==> config.mk <==
export PLATFORM = sky130hd
export DESIGN_NAME = rc_timing_wind_vane_reader
export DESIGN_NICKNAME = d
export VERILOG_FILES = /design/src/rcwv_pkg.sv /design/src/rc_timing_wind_vane_reader.sv /design/src/rcwv_window_match.sv
export SDC_FILE = /design/constraint.sdc
export NUM_CORES = 2
export LEC_CHECK = 0
export BUFFER_PORTS_ARGS = -buffer_cell sky130_fd_sc_hd__buf_2
export CAP_MARGIN = 20
export CELL_PAD_IN_SITES_DETAIL_PLACEMENT = 1
export CELL_PAD_IN_SITES_GLOBAL_PLACEMENT = 1
export CORE_MARGIN = 8
export CORE_UTILIZATION = 50
export CTS_CLUSTER_SIZE = 20
export DETAILED_ROUTE_END_ITERATION = 8
export GPL_ROUTABILITY_DRIVEN = 0
export PLACE_DENSITY = 0.93
export SLEW_MARGIN = 20
export SYNTH_ARGS = -nofsm -noshare
export SYNTH_HDL_FRONTEND = slang
export SYNTH_HIERARCHICAL = 1
export SYNTH_SLANG_ARGS = --single-unit
export TNS_END_PERCENT = 20
==> constraint.sdc <==
create_clock -name clk -period 11.6 [get_ports clk]
set_input_delay 0 -clock clk [delete_from_list [all_inputs] [get_ports clk]]
set_output_delay 0 -clock clk [all_outputs]
set_load 0.01 [all_outputs]
==> src/rcwv_pkg.sv <==
// Shared types, register indexes, reset values and the direction window table for the wind vane reader.
`timescale 1ns / 1ps

package rcwv_pkg;

	localparam int CHARGE_BITS_DEF = 20;
	localparam int COEFF_W         = 24;
	localparam int MS_W            = 16;
	localparam int CFG_IDX_W       = 3;
	localparam int CFG_DATA_W      = 24;
	localparam int STEP_W          = 4;
	localparam int WIN_BITS        = 18;
	localparam int BOUND_BITS      = 19;
	localparam int FRAC_BITS       = 16;
	localparam int NUM_WIN         = 16;

	localparam logic [CFG_IDX_W-1:0] REG_COEFF     = 3'd0;
	localparam logic [CFG_IDX_W-1:0] REG_SERIES    = 3'd1;
	localparam logic [CFG_IDX_W-1:0] REG_DISCHARGE = 3'd2;
	localparam logic [CFG_IDX_W-1:0] REG_TIMEOUT   = 3'd3;
	localparam logic [CFG_IDX_W-1:0] REG_IDLE      = 3'd4;
	localparam logic [CFG_IDX_W-1:0] REG_RETRY     = 3'd5;

	localparam logic [COEFF_W-1:0] COEFF_RST     = 24'd641471;
	localparam logic [MS_W-1:0]    SERIES_RST    = 16'd1000;
	localparam logic [MS_W-1:0]    DISCHARGE_RST = 16'd100;
	localparam logic [MS_W-1:0]    TIMEOUT_RST   = 16'd500;
	localparam logic [MS_W-1:0]    IDLE_RST      = 16'd500;
	localparam logic [MS_W-1:0]    RETRY_RST     = 16'd1000;

	localparam logic [WIN_BITS-1:0] WIN_LO [NUM_WIN] = '{
		18'd619, 18'd801, 18'd950, 18'd1269, 18'd1980, 18'd2826, 18'd3510, 18'd5913,
		18'd7380, 18'd12708, 18'd15200, 18'd19692, 18'd29700, 18'd37908, 18'd58410,
		18'd108000
	};

	localparam logic [WIN_BITS-1:0] WIN_HI [NUM_WIN] = '{
		18'd756, 18'd935, 18'd1100, 18'd1551, 18'd2420, 18'd3454, 18'd4290, 18'd7227,
		18'd9020, 18'd14826, 18'd17600, 18'd24068, 18'd36300, 18'd46332, 18'd71390,
		18'd132000
	};

	localparam logic [STEP_W-1:0] WIN_STEP [NUM_WIN] = '{
		4'd5, 4'd3, 4'd4, 4'd7, 4'd6, 4'd9, 4'd8, 4'd1,
		4'd2, 4'd11, 4'd10, 4'd15, 4'd0, 4'd13, 4'd14, 4'd12
	};

	typedef struct packed {
		logic              hit;
		logic [STEP_W-1:0] step;
	} match_t;

endpackage

==> src/rc_timing_wind_vane_reader.sv <==
// A result passes the input register and then the result register before it is presented.
// One item per cycle while not stalled; the multiply and window compares sit between the registers.
// The input stage stalls only while the result register is full and stalled downstream.
// Reset: asynchronous, active low; clears the phase sequencer, counters and reading flags,
// and loads every configuration register with its default value.
`timescale 1ns / 1ps

module rc_timing_wind_vane_reader #(
	parameter int CHARGE_BITS = rcwv_pkg::CHARGE_BITS_DEF
) (
	input  logic                            clk,
	input  logic                            arst_n,
	input  logic                            cfg_we,
	input  logic [rcwv_pkg::CFG_IDX_W-1:0]  cfg_index,
	input  logic [rcwv_pkg::CFG_DATA_W-1:0] cfg_data,
	input  logic                            in_valid,
	output logic                            in_stall,
	input  logic                            us_tick,
	input  logic                            ms_tick,
	input  logic                            capture_edge,
	output logic                            out_valid,
	input  logic                            out_stall,
	output logic                            trig_level,
	output logic                            capture_armed,
	output logic [rcwv_pkg::STEP_W-1:0]     direction_step,
	output logic                            reading_valid,
	output logic                            error_flag,
	output logic                            new_reading
);

	typedef enum logic [2:0] {
		PH_START     = 3'd0,
		PH_DISCHARGE = 3'd1,
		PH_WAIT_EDGE = 3'd2,
		PH_IDLE      = 3'd3,
		PH_ERROR     = 3'd4,
		PH_RETRY     = 3'd5
	} phase_t;

	logic [rcwv_pkg::COEFF_W-1:0] coeff_q;
	logic [rcwv_pkg::MS_W-1:0]    series_q;
	logic [rcwv_pkg::MS_W-1:0]    discharge_q;
	logic [rcwv_pkg::MS_W-1:0]    timeout_q;
	logic [rcwv_pkg::MS_W-1:0]    idle_q;
	logic [rcwv_pkg::MS_W-1:0]    retry_q;

	logic valid_s1;
	logic us_s1;
	logic ms_s1;
	logic edge_s1;

	phase_t                       phase_q;
	logic [rcwv_pkg::MS_W-1:0]    phase_ms_q;
	logic [CHARGE_BITS-1:0]       charge_us_q;
	logic [rcwv_pkg::STEP_W-1:0]  dir_q;
	logic                         valid_reg_q;
	logic                         err_q;

	phase_t                       phase_d;
	logic [rcwv_pkg::MS_W-1:0]    phase_ms_d;
	logic [CHARGE_BITS-1:0]       charge_us_d;
	logic [rcwv_pkg::STEP_W-1:0]  dir_d;
	logic                         valid_reg_d;
	logic                         err_d;
	logic                         fresh_d;

	logic [rcwv_pkg::MS_W-1:0]    ms_cnt;
	logic                         advance;
	rcwv_pkg::match_t             match;

	assign advance  = valid_s1 && (!out_valid || !out_stall);
	assign in_stall = valid_s1 && !advance;

	always_ff @(posedge clk or negedge arst_n) begin
		if (!arst_n) begin
			coeff_q     <= rcwv_pkg::COEFF_RST;
			series_q    <= rcwv_pkg::SERIES_RST;
			discharge_q <= rcwv_pkg::DISCHARGE_RST;
			timeout_q   <= rcwv_pkg::TIMEOUT_RST;
			idle_q      <= rcwv_pkg::IDLE_RST;
			retry_q     <= rcwv_pkg::RETRY_RST;
		end else if (cfg_we) begin
			case (cfg_index)
				rcwv_pkg::REG_COEFF:     coeff_q     <= cfg_data;
				rcwv_pkg::REG_SERIES:    series_q    <= cfg_data[rcwv_pkg::MS_W-1:0];
				rcwv_pkg::REG_DISCHARGE: discharge_q <= cfg_data[rcwv_pkg::MS_W-1:0];
				rcwv_pkg::REG_TIMEOUT:   timeout_q   <= cfg_data[rcwv_pkg::MS_W-1:0];
				rcwv_pkg::REG_IDLE:      idle_q      <= cfg_data[rcwv_pkg::MS_W-1:0];
				rcwv_pkg::REG_RETRY:     retry_q     <= cfg_data[rcwv_pkg::MS_W-1:0];
				default: ;
			endcase
		end
	end

	always_ff @(posedge clk or negedge arst_n) begin
		if (!arst_n) begin
			valid_s1 <= 1'b0;
		end else if (!in_stall) begin
			valid_s1 <= in_valid;
		end
	end

	always_ff @(posedge clk) begin
		if (in_valid && !in_stall) begin
			us_s1   <= us_tick;
			ms_s1   <= ms_tick;
			edge_s1 <= capture_edge;
		end
	end

	rcwv_window_match #(
		.CHARGE_BITS(CHARGE_BITS)
	) u_match (
		.charge_us  (charge_us_q),
		.coeff_q16  (coeff_q),
		.series_ohms(series_q),
		.match      (match)
	);

	assign ms_cnt = (ms_s1 && phase_ms_q != {rcwv_pkg::MS_W{1'b1}})
		? phase_ms_q + rcwv_pkg::MS_W'(1) : phase_ms_q;

	always_comb begin
		phase_d     = phase_q;
		phase_ms_d  = phase_ms_q;
		charge_us_d = charge_us_q;
		dir_d       = dir_q;
		valid_reg_d = valid_reg_q;
		err_d       = err_q;
		fresh_d     = 1'b0;
		case (phase_q)
			PH_START: begin
				phase_ms_d = '0;
				phase_d    = PH_DISCHARGE;
			end
			PH_DISCHARGE: begin
				phase_ms_d = ms_cnt;
				if (ms_cnt >= discharge_q) begin
					charge_us_d = '0;
					phase_ms_d  = '0;
					phase_d     = PH_WAIT_EDGE;
				end
			end
			PH_WAIT_EDGE: begin
				if (edge_s1) begin
					phase_ms_d = '0;
					if (match.hit) begin
						dir_d       = match.step;
						valid_reg_d = 1'b1;
						err_d       = 1'b0;
						fresh_d     = 1'b1;
						phase_d     = PH_IDLE;
					end else begin
						phase_d = PH_ERROR;
					end
				end else begin
					if (us_s1 && charge_us_q != {CHARGE_BITS{1'b1}}) begin
						charge_us_d = charge_us_q + CHARGE_BITS'(1);
					end
					phase_ms_d = ms_cnt;
					if (ms_cnt >= timeout_q) begin
						phase_ms_d = '0;
						phase_d    = PH_ERROR;
					end
				end
			end
			PH_IDLE: begin
				phase_ms_d = ms_cnt;
				if (ms_cnt >= idle_q) begin
					phase_d = PH_START;
				end
			end
			PH_ERROR: begin
				err_d       = 1'b1;
				valid_reg_d = 1'b0;
				phase_ms_d  = '0;
				phase_d     = PH_RETRY;
			end
			PH_RETRY: begin
				phase_ms_d = ms_cnt;
				if (ms_cnt >= retry_q) begin
					phase_d = PH_START;
				end
			end
			default: begin
				phase_ms_d = '0;
				phase_d    = PH_START;
			end
		endcase
	end

	always_ff @(posedge clk or negedge arst_n) begin
		if (!arst_n) begin
			phase_q        <= PH_START;
			phase_ms_q     <= '0;
			charge_us_q    <= '0;
			dir_q          <= '0;
			valid_reg_q    <= 1'b0;
			err_q          <= 1'b0;
			out_valid      <= 1'b0;
			trig_level     <= 1'b0;
			capture_armed  <= 1'b0;
			direction_step <= '0;
			reading_valid  <= 1'b0;
			error_flag     <= 1'b0;
			new_reading    <= 1'b0;
		end else begin
			if (advance) begin
				phase_q        <= phase_d;
				phase_ms_q     <= phase_ms_d;
				charge_us_q    <= charge_us_d;
				dir_q          <= dir_d;
				valid_reg_q    <= valid_reg_d;
				err_q          <= err_d;
				out_valid      <= 1'b1;
				trig_level     <= (phase_d == PH_START) || (phase_d == PH_DISCHARGE);
				capture_armed  <= (phase_d == PH_WAIT_EDGE);
				direction_step <= dir_d;
				reading_valid  <= valid_reg_d;
				error_flag     <= err_d;
				new_reading    <= fresh_d;
			end else if (!out_stall) begin
				out_valid <= 1'b0;
			end
		end
	end

	a_fresh_is_good: assert property (@(posedge clk) disable iff (!arst_n)
		out_valid && new_reading |-> reading_valid && !error_flag)
		else $error("New reading reported without a valid, error-free state.");

	a_armed_not_trig: assert property (@(posedge clk) disable iff (!arst_n)
		out_valid && capture_armed |-> !trig_level && !new_reading)
		else $error("Capture armed while the trigger drives discharge or a reading completes.");

	a_error_clears_valid: assert property (@(posedge clk) disable iff (!arst_n)
		out_valid && error_flag |-> !reading_valid)
		else $error("Error and valid reading reported together.");

	a_stall_needs_item: assert property (@(posedge clk) disable iff (!arst_n)
		in_stall |-> valid_s1 && out_valid && out_stall)
		else $error("Input stalled without a held item and a stalled result.");

endmodule

==> src/rcwv_window_match.sv <==
// Charge time to resistance conversion and first-match search over the direction windows.
`timescale 1ns / 1ps

module rcwv_window_match #(
	parameter int CHARGE_BITS = rcwv_pkg::CHARGE_BITS_DEF
) (
	input  logic [CHARGE_BITS-1:0]       charge_us,
	input  logic [rcwv_pkg::COEFF_W-1:0] coeff_q16,
	input  logic [rcwv_pkg::MS_W-1:0]    series_ohms,
	output rcwv_pkg::match_t             match
);

	localparam int PW = CHARGE_BITS + rcwv_pkg::COEFF_W;

	logic [PW-1:0] prod;

	assign prod = PW'(charge_us) * PW'(coeff_q16);

	// Windows are scanned from the end so that the earliest table entry wins.
	always_comb begin
		logic [rcwv_pkg::BOUND_BITS-1:0] lo_b;
		logic [rcwv_pkg::BOUND_BITS-1:0] hi_b;
		logic [PW-1:0] lo_p;
		logic [PW-1:0] hi_p;
		match = '0;
		for (int i = rcwv_pkg::NUM_WIN - 1; i >= 0; i--) begin
			lo_b = rcwv_pkg::BOUND_BITS'(rcwv_pkg::WIN_LO[i])
				+ rcwv_pkg::BOUND_BITS'(series_ohms);
			hi_b = rcwv_pkg::BOUND_BITS'(rcwv_pkg::WIN_HI[i])
				+ rcwv_pkg::BOUND_BITS'(series_ohms);
			lo_p = PW'({lo_b, {rcwv_pkg::FRAC_BITS{1'b0}}});
			hi_p = PW'({hi_b, {rcwv_pkg::FRAC_BITS{1'b0}}});
			if (prod >= lo_p && prod <= hi_p) begin
				match.hit  = 1'b1;
				match.step = rcwv_pkg::WIN_STEP[i];
			end
		end
	end

endmodule

==> summary.md, run 1 <==
| Metric | Value |
|---|---|
| Outcome | `stopped before the end` |
| Halt point of the flow | `global routing (5_1_grt)` |
| Error | `[ERROR GRT-0232] Routing congestion too high. Check the congestion heatmap in the GUI.` |
| Netlist cell types | `93` |
| Register area share after synthesis | `9.985%` |
| Initial Util | `50.55%` |
| Synth Flop Type | `dfrtp_1` |
| Die height | `298.8 um` |
| Synth area leaders | `ha_1, fa_1, dfrtp_1` |
| Htree depth | `4` |
| Die width | `298.8 um` |
| IO Port Bufs | `45` |
| Synth top area share | `20.30%` |
| CTS root buf | `clkbuf_16` |
| Post-Syn Area | `40000 um^2` |
| Post-synth ARST share | `98.09%` |
| GRT worst endpoint | `trig_level$_DFFE_PN0P_/D` |
| Post-Syn Nets | `5832` |
| Largest net degree at the start of global routing | `84` |
| Clock Path Buffers | `2` |
| Hpwl dp | `130300 um` |
| FF+latch count, synth | `157` |
| YS warnings | `6` |
| Worst EP Category | `register input` |
| Synth Instances | `4756` |
| IO Count | `46` |
| EDFF count, synth | `3` |
| CTS sink count | `157` |
| Row cnt | `103` |
| Synth Area per Inst | `8.410 um^2` |
| Synth area leader | `ha_1` |
| CTS buffer count | `17` |
| Tot GR Track Use | `72.05%` |
| GR Overflow Total | `346` |
| Postcts setup bufs | `0` |
-- cell families after synthesis --
family | after synthesis | synth area share [%]
flip-flops | 157 | 9.985
adder cells (fa/ha/maj) | 1041 | 39.92
AND/OR/NAND/NOR | 1553 | 19.51
multiplexers | 82 | 2.299
XOR/XNOR | 356 | 7.796
AO/OA/AOI/OAI | 885 | 13.98
buffers and inverters | 682 | 6.507
-- per-layer routing --
metal | overflow | GRT usage, %
met3 | 50 | 68.07
met2 | 147 | 81.33
met5 | 0 | 49.65
met1 | 34 | 71.66
met4 | 115 | 64.61
-- cells in the mapped netlist (all sizes together), types with 79 or more instances --
master and number:
inv 447, xnor2 290, nand3 94, nor2 244
dfrtp 114, nand2 511, ha 649, mux2 79
a21oi 267, fa 392, o21ai 234, clkbuf 188
a21o 131, nand4 80, and2 318
-- timing repair --
action,CTS
hold endpoints to repair,132
hold buffers,29
cloned,0
gates resized for setup,4
endpoints found under the setup margin,6
-- through the flow --
step / setup slack, ns / cell area [um^2] / hold WS (ns) / instances / setup TNS (ns)
2_1_floorplan: 1.223 / 40000 / -0.2956 / 4756 / 0
3_3_place_gp: 0.7147 / 41720 / 0.1133 / 5731 / 0
4_1_cts: 0.05062 / 42600 / 0.01019 / 5793 / 0
3_5_place_dp: -0.01686 / 41730 / 0.1224 / 5732 / -0.01686
==> run 2: changes to the inputs <==
--- a/config.mk
+++ b/config.mk
@@ -7,14 +7,11 @@
 export LEC_CHECK = 0
 export BUFFER_PORTS_ARGS = -buffer_cell sky130_fd_sc_hd__buf_2
 export CAP_MARGIN = 20
-export CELL_PAD_IN_SITES_DETAIL_PLACEMENT = 1
-export CELL_PAD_IN_SITES_GLOBAL_PLACEMENT = 1
 export CORE_MARGIN = 8
-export CORE_UTILIZATION = 50
-export CTS_CLUSTER_SIZE = 20
+export CORE_UTILIZATION = 35
 export DETAILED_ROUTE_END_ITERATION = 8
 export GPL_ROUTABILITY_DRIVEN = 0
-export PLACE_DENSITY = 0.93
+export PLACE_DENSITY_LB_ADDON = 0.15
 export SLEW_MARGIN = 20
 export SYNTH_ARGS = -nofsm -noshare
 export SYNTH_HDL_FRONTEND = slang
==> run 2 against run 1 <==
Net effect:
- the flow now finishes without violations
- synthesized cell count unchanged
- area after synthesis unchanged
==> summary.md, run 2 <==
| Metric | Value |
|---|---|
| Peak supply drop | `156.0 uV` |
| Post-synth ARST share | `98.09%` |
| Tmin final | `11.18 ns` |
| Clock Skews | `0.01490 ns` |
| Post-Syn Area | `40000 um^2` |
| Slew @ Worst Pin | `1.210 ns` |
| Row cnt | `124` |
| Max reg flops | `24` |
| Htree depth | `4` |
| Register area share after synthesis | `9.985%` |
| CTS sink count | `157` |
| YS warnings | `6` |
| Most instantiated cells after synthesis | `ha_1, nand2_1, inv_1, fa_1, and2_1` |
| CP Launch Type | `flip-flop` |
| Detailed-router iteration count before antenna repair | `6` |
| Initial antenna violation count | `5` |
| Most frequent CP cell | `fa_1` |
| # setup viols final | `0` |
| Most common cell after layout, fill and taps aside | `ha_1` |
| CP max stage delay | `0.75 ns` |
| Path depth of the worst reg2reg path | `40` |
| IO Port Bufs | `45` |
| Hold slack | `0.04003 ns` |
| Routed WL | `145600 um` |
| Commonest non-fill, non-tap cells in the layout | `ha_1, nand2_1, inv_1, fa_1, and2_1` |
| Core area | `113900 um^2` |
| Top reg by flops | `coeff_q` |
| Nets | `5843` |
| Synth Area per Inst | `8.410 um^2` |
| Slew HR | `18.51%` |
| Pwr Total | `3.741 mW` |
| # fillers | `11860` |
| P per Cell Area | `85.87 nW/um^2` |
| Largest net degree at the start of global routing | `58` |
| Hold crit path type | `input pin to flip-flop` |
| Vias in the first global route | `34940` |
| Max Clk Rate | `89.46 MHz` |
| Hpwl dp | `111900 um` |
| Clock power frac | `14.8%` |
| Remaining routing DRC violations | `0` |
| Routed Antenna Nets | `0` |
| Share of power burned in combinational logic | `63.5%` |
| Power Internal | `1.819 mW` |
| Max-slew violations | `0` |
| Biggest regs | `coeff_q x24, charge_us_q x20` |
| IO Count | `46` |
| CTS tree | `built` |
| Initial Util | `35.12%` |
| Unrepaired setup endpoints after global routing | `false` |
| Critical path class | `flip-flop to flip-flop` |
| Initial DRC Count | `2985` |
| Worst Setup End Kind | `flip-flop` |
| Synth Instances | `4756` |
| Total of max-cap violations | `0` |
| GR Overflow Total | `0` |
| Synth top area share | `20.30%` |
| Synth area leaders | `ha_1, fa_1, dfrtp_1` |
| Reg clk slew, reported paths | `0.07 ns` |
| EDFF count, synth | `3` |
| FF+latch count, synth | `157` |
| CTS buffer count | `17` |
| FF+latch area | `4005 um^2` |
| Number of vias per cell | `5.523` |
| Worst Path Max Fanout | `32` |
| Multi-input gate area | `33620 um^2` |
| Post-Syn Nets | `5832` |
| Synth Flop Type | `dfrtp_1` |
| Count leader, synth | `ha_1` |
| Netlist cell types | `93` |
| Die width | `354.1 um` |
| Switch Pwr | `1.923 mW` |
| Clock Path Buffers | `2` |
| Register-to-register setup slack | `0.42 ns` |
| Tot GR Track Use | `22.57%` |
| Area growth from synthesis to layout | `8.931%` |
| Worst EP required | `11.91 ns` |
| Slowest cell on crit path | `dfrtp_1` |
| Fraction of layout cells with a size suffix above 1 | `8.222%` |
| Final period utilization | `96.36%` |
| Wirelength per Cell | `23.14 um` |
| Fin. Hold Viols | `0` |
| CTS root buf | `clkbuf_16` |
| Vias post-DR | `34750` |
| First-pass GRT wire length | `221400 um` |
| Die ar. | `125400 um^2` |
| Leak | `22.28 nW` |
| Sequential Power Share | `21.6%` |
| Hold Crit Depth | `4` |
| Die height | `354.1 um` |
| Synth area leader | `ha_1` |
| Outcome | `finished, final reports clean` |
| WP data arrival | `11.49 ns` |
| Worst-Skew Late Latency | `0.44 ns` |
| Switch share | `51.39%` |
run 2: cell counts after synthesis:
Identical to the previous run, type by type.
run 2: path summary, 6_finish.rpt:
path / from / end
worst max-delay path: charge_us_q[2] / err_q
max in group asynchronous: arst_n / series_q[12]
worst max register to register: charge_us_q[2] / err_q
worst min register to register: idle_q[4] / idle_q[4]
worst min-delay path: cfg_index[0] / discharge_q[2]
min in group asynchronous: arst_n / coeff_q[21]
run 2: metrics by stage:
step	instance area, um^2	utilization, %	cells	setup TNS, ns	worst slack, ns
3_5_place_dp	42610	37.41	6225	-0.09067	-0.02710
4_1_cts	43500	38.20	6288	0	0.2524
2_1_floorplan	40000	-	4756	0	1.223
3_3_place_gp	42600	37.41	6225	0	0.03046
6_report	43570	38.26	6293	0	0.4224
5_1_grt	43570	38.26	6292	0	0.01980
run 2: repair_timing:
action,CTS,global route
hold endpoints to repair,130,0
buffers inserted,0,4
gates cloned,0,0
pin swaps,0,0
setup endpoints to repair,4,9
gates resized for setup,2,2
hold buffers,31,0
run 2: layout make-up:
type | instances | area share, %
Antenna cell | 1 | 0.005743
Clock buffer | 19 | 1.040
Inverter | 448 | 3.860
Clock inverter | 13 | 0.2757
Sequential cell | 157 | 9.192
Tap cell | 1512 | 4.342
Multi-Input combinational cell | 3917 | 77.17
Timing Repair Buffer | 226 | 4.115
run 2: cell families after synthesis:
logic type | after synthesis | synth area share (%)
muxes | 82 | 2.299
and+or+nand+nor | 1553 | 19.51
DFF | 157 | 9.985
adders and majority gates | 1041 | 39.92
buffers and inverters | 682 | 6.507
AOI/OAI and AO/OA | 885 | 13.98
xor gates and xnor gates | 356 | 7.796
run 2: worst max-delay path, delay by kind of cell, from the launching register on:
| family | cells | cell delay [ns] |
|---|---|---|
| flops | 1 | 0.75 |
| buf+inv | 9 | 1.15 |
| fa+ha+maj | 9 | 4.47 |
| xor+xnor | 1 | 0.17 |
| compound gates | 4 | 0.84 |
| simple gates | 17 | 3.62 |
run 2: power groups by stage:
stage                     registers [mW]  logic (mW)  clock network [mW]
after global placement             0.818        2.30                   0
final                              0.810        2.38               0.555
after CTS                          0.810        2.33               0.572
after floorplan                    0.698        1.65                   0
after global routing               0.825        2.59               0.592
after detailed placement           0.820        2.31                   0
run 2: per-layer routing:
| metal | part of all wire, % | wire (um) | track usage (%) | vias up |
|---|---|---|---|---|
| li1 | - | - | - | 16170 |
| met1 | 46 | 67590 | 31.90 | 17240 |
| met2 | 44 | 64540 | 35.94 | 1121 |
| met3 | 5.7 | 8296 | 2.295 | 221 |
| met4 | 3.6 | 5208 | 7.492 | 2 |
| met5 | 0.0089 | 13 | 0 | - |
Note: power is estimated with default switching activity, not from simulation.
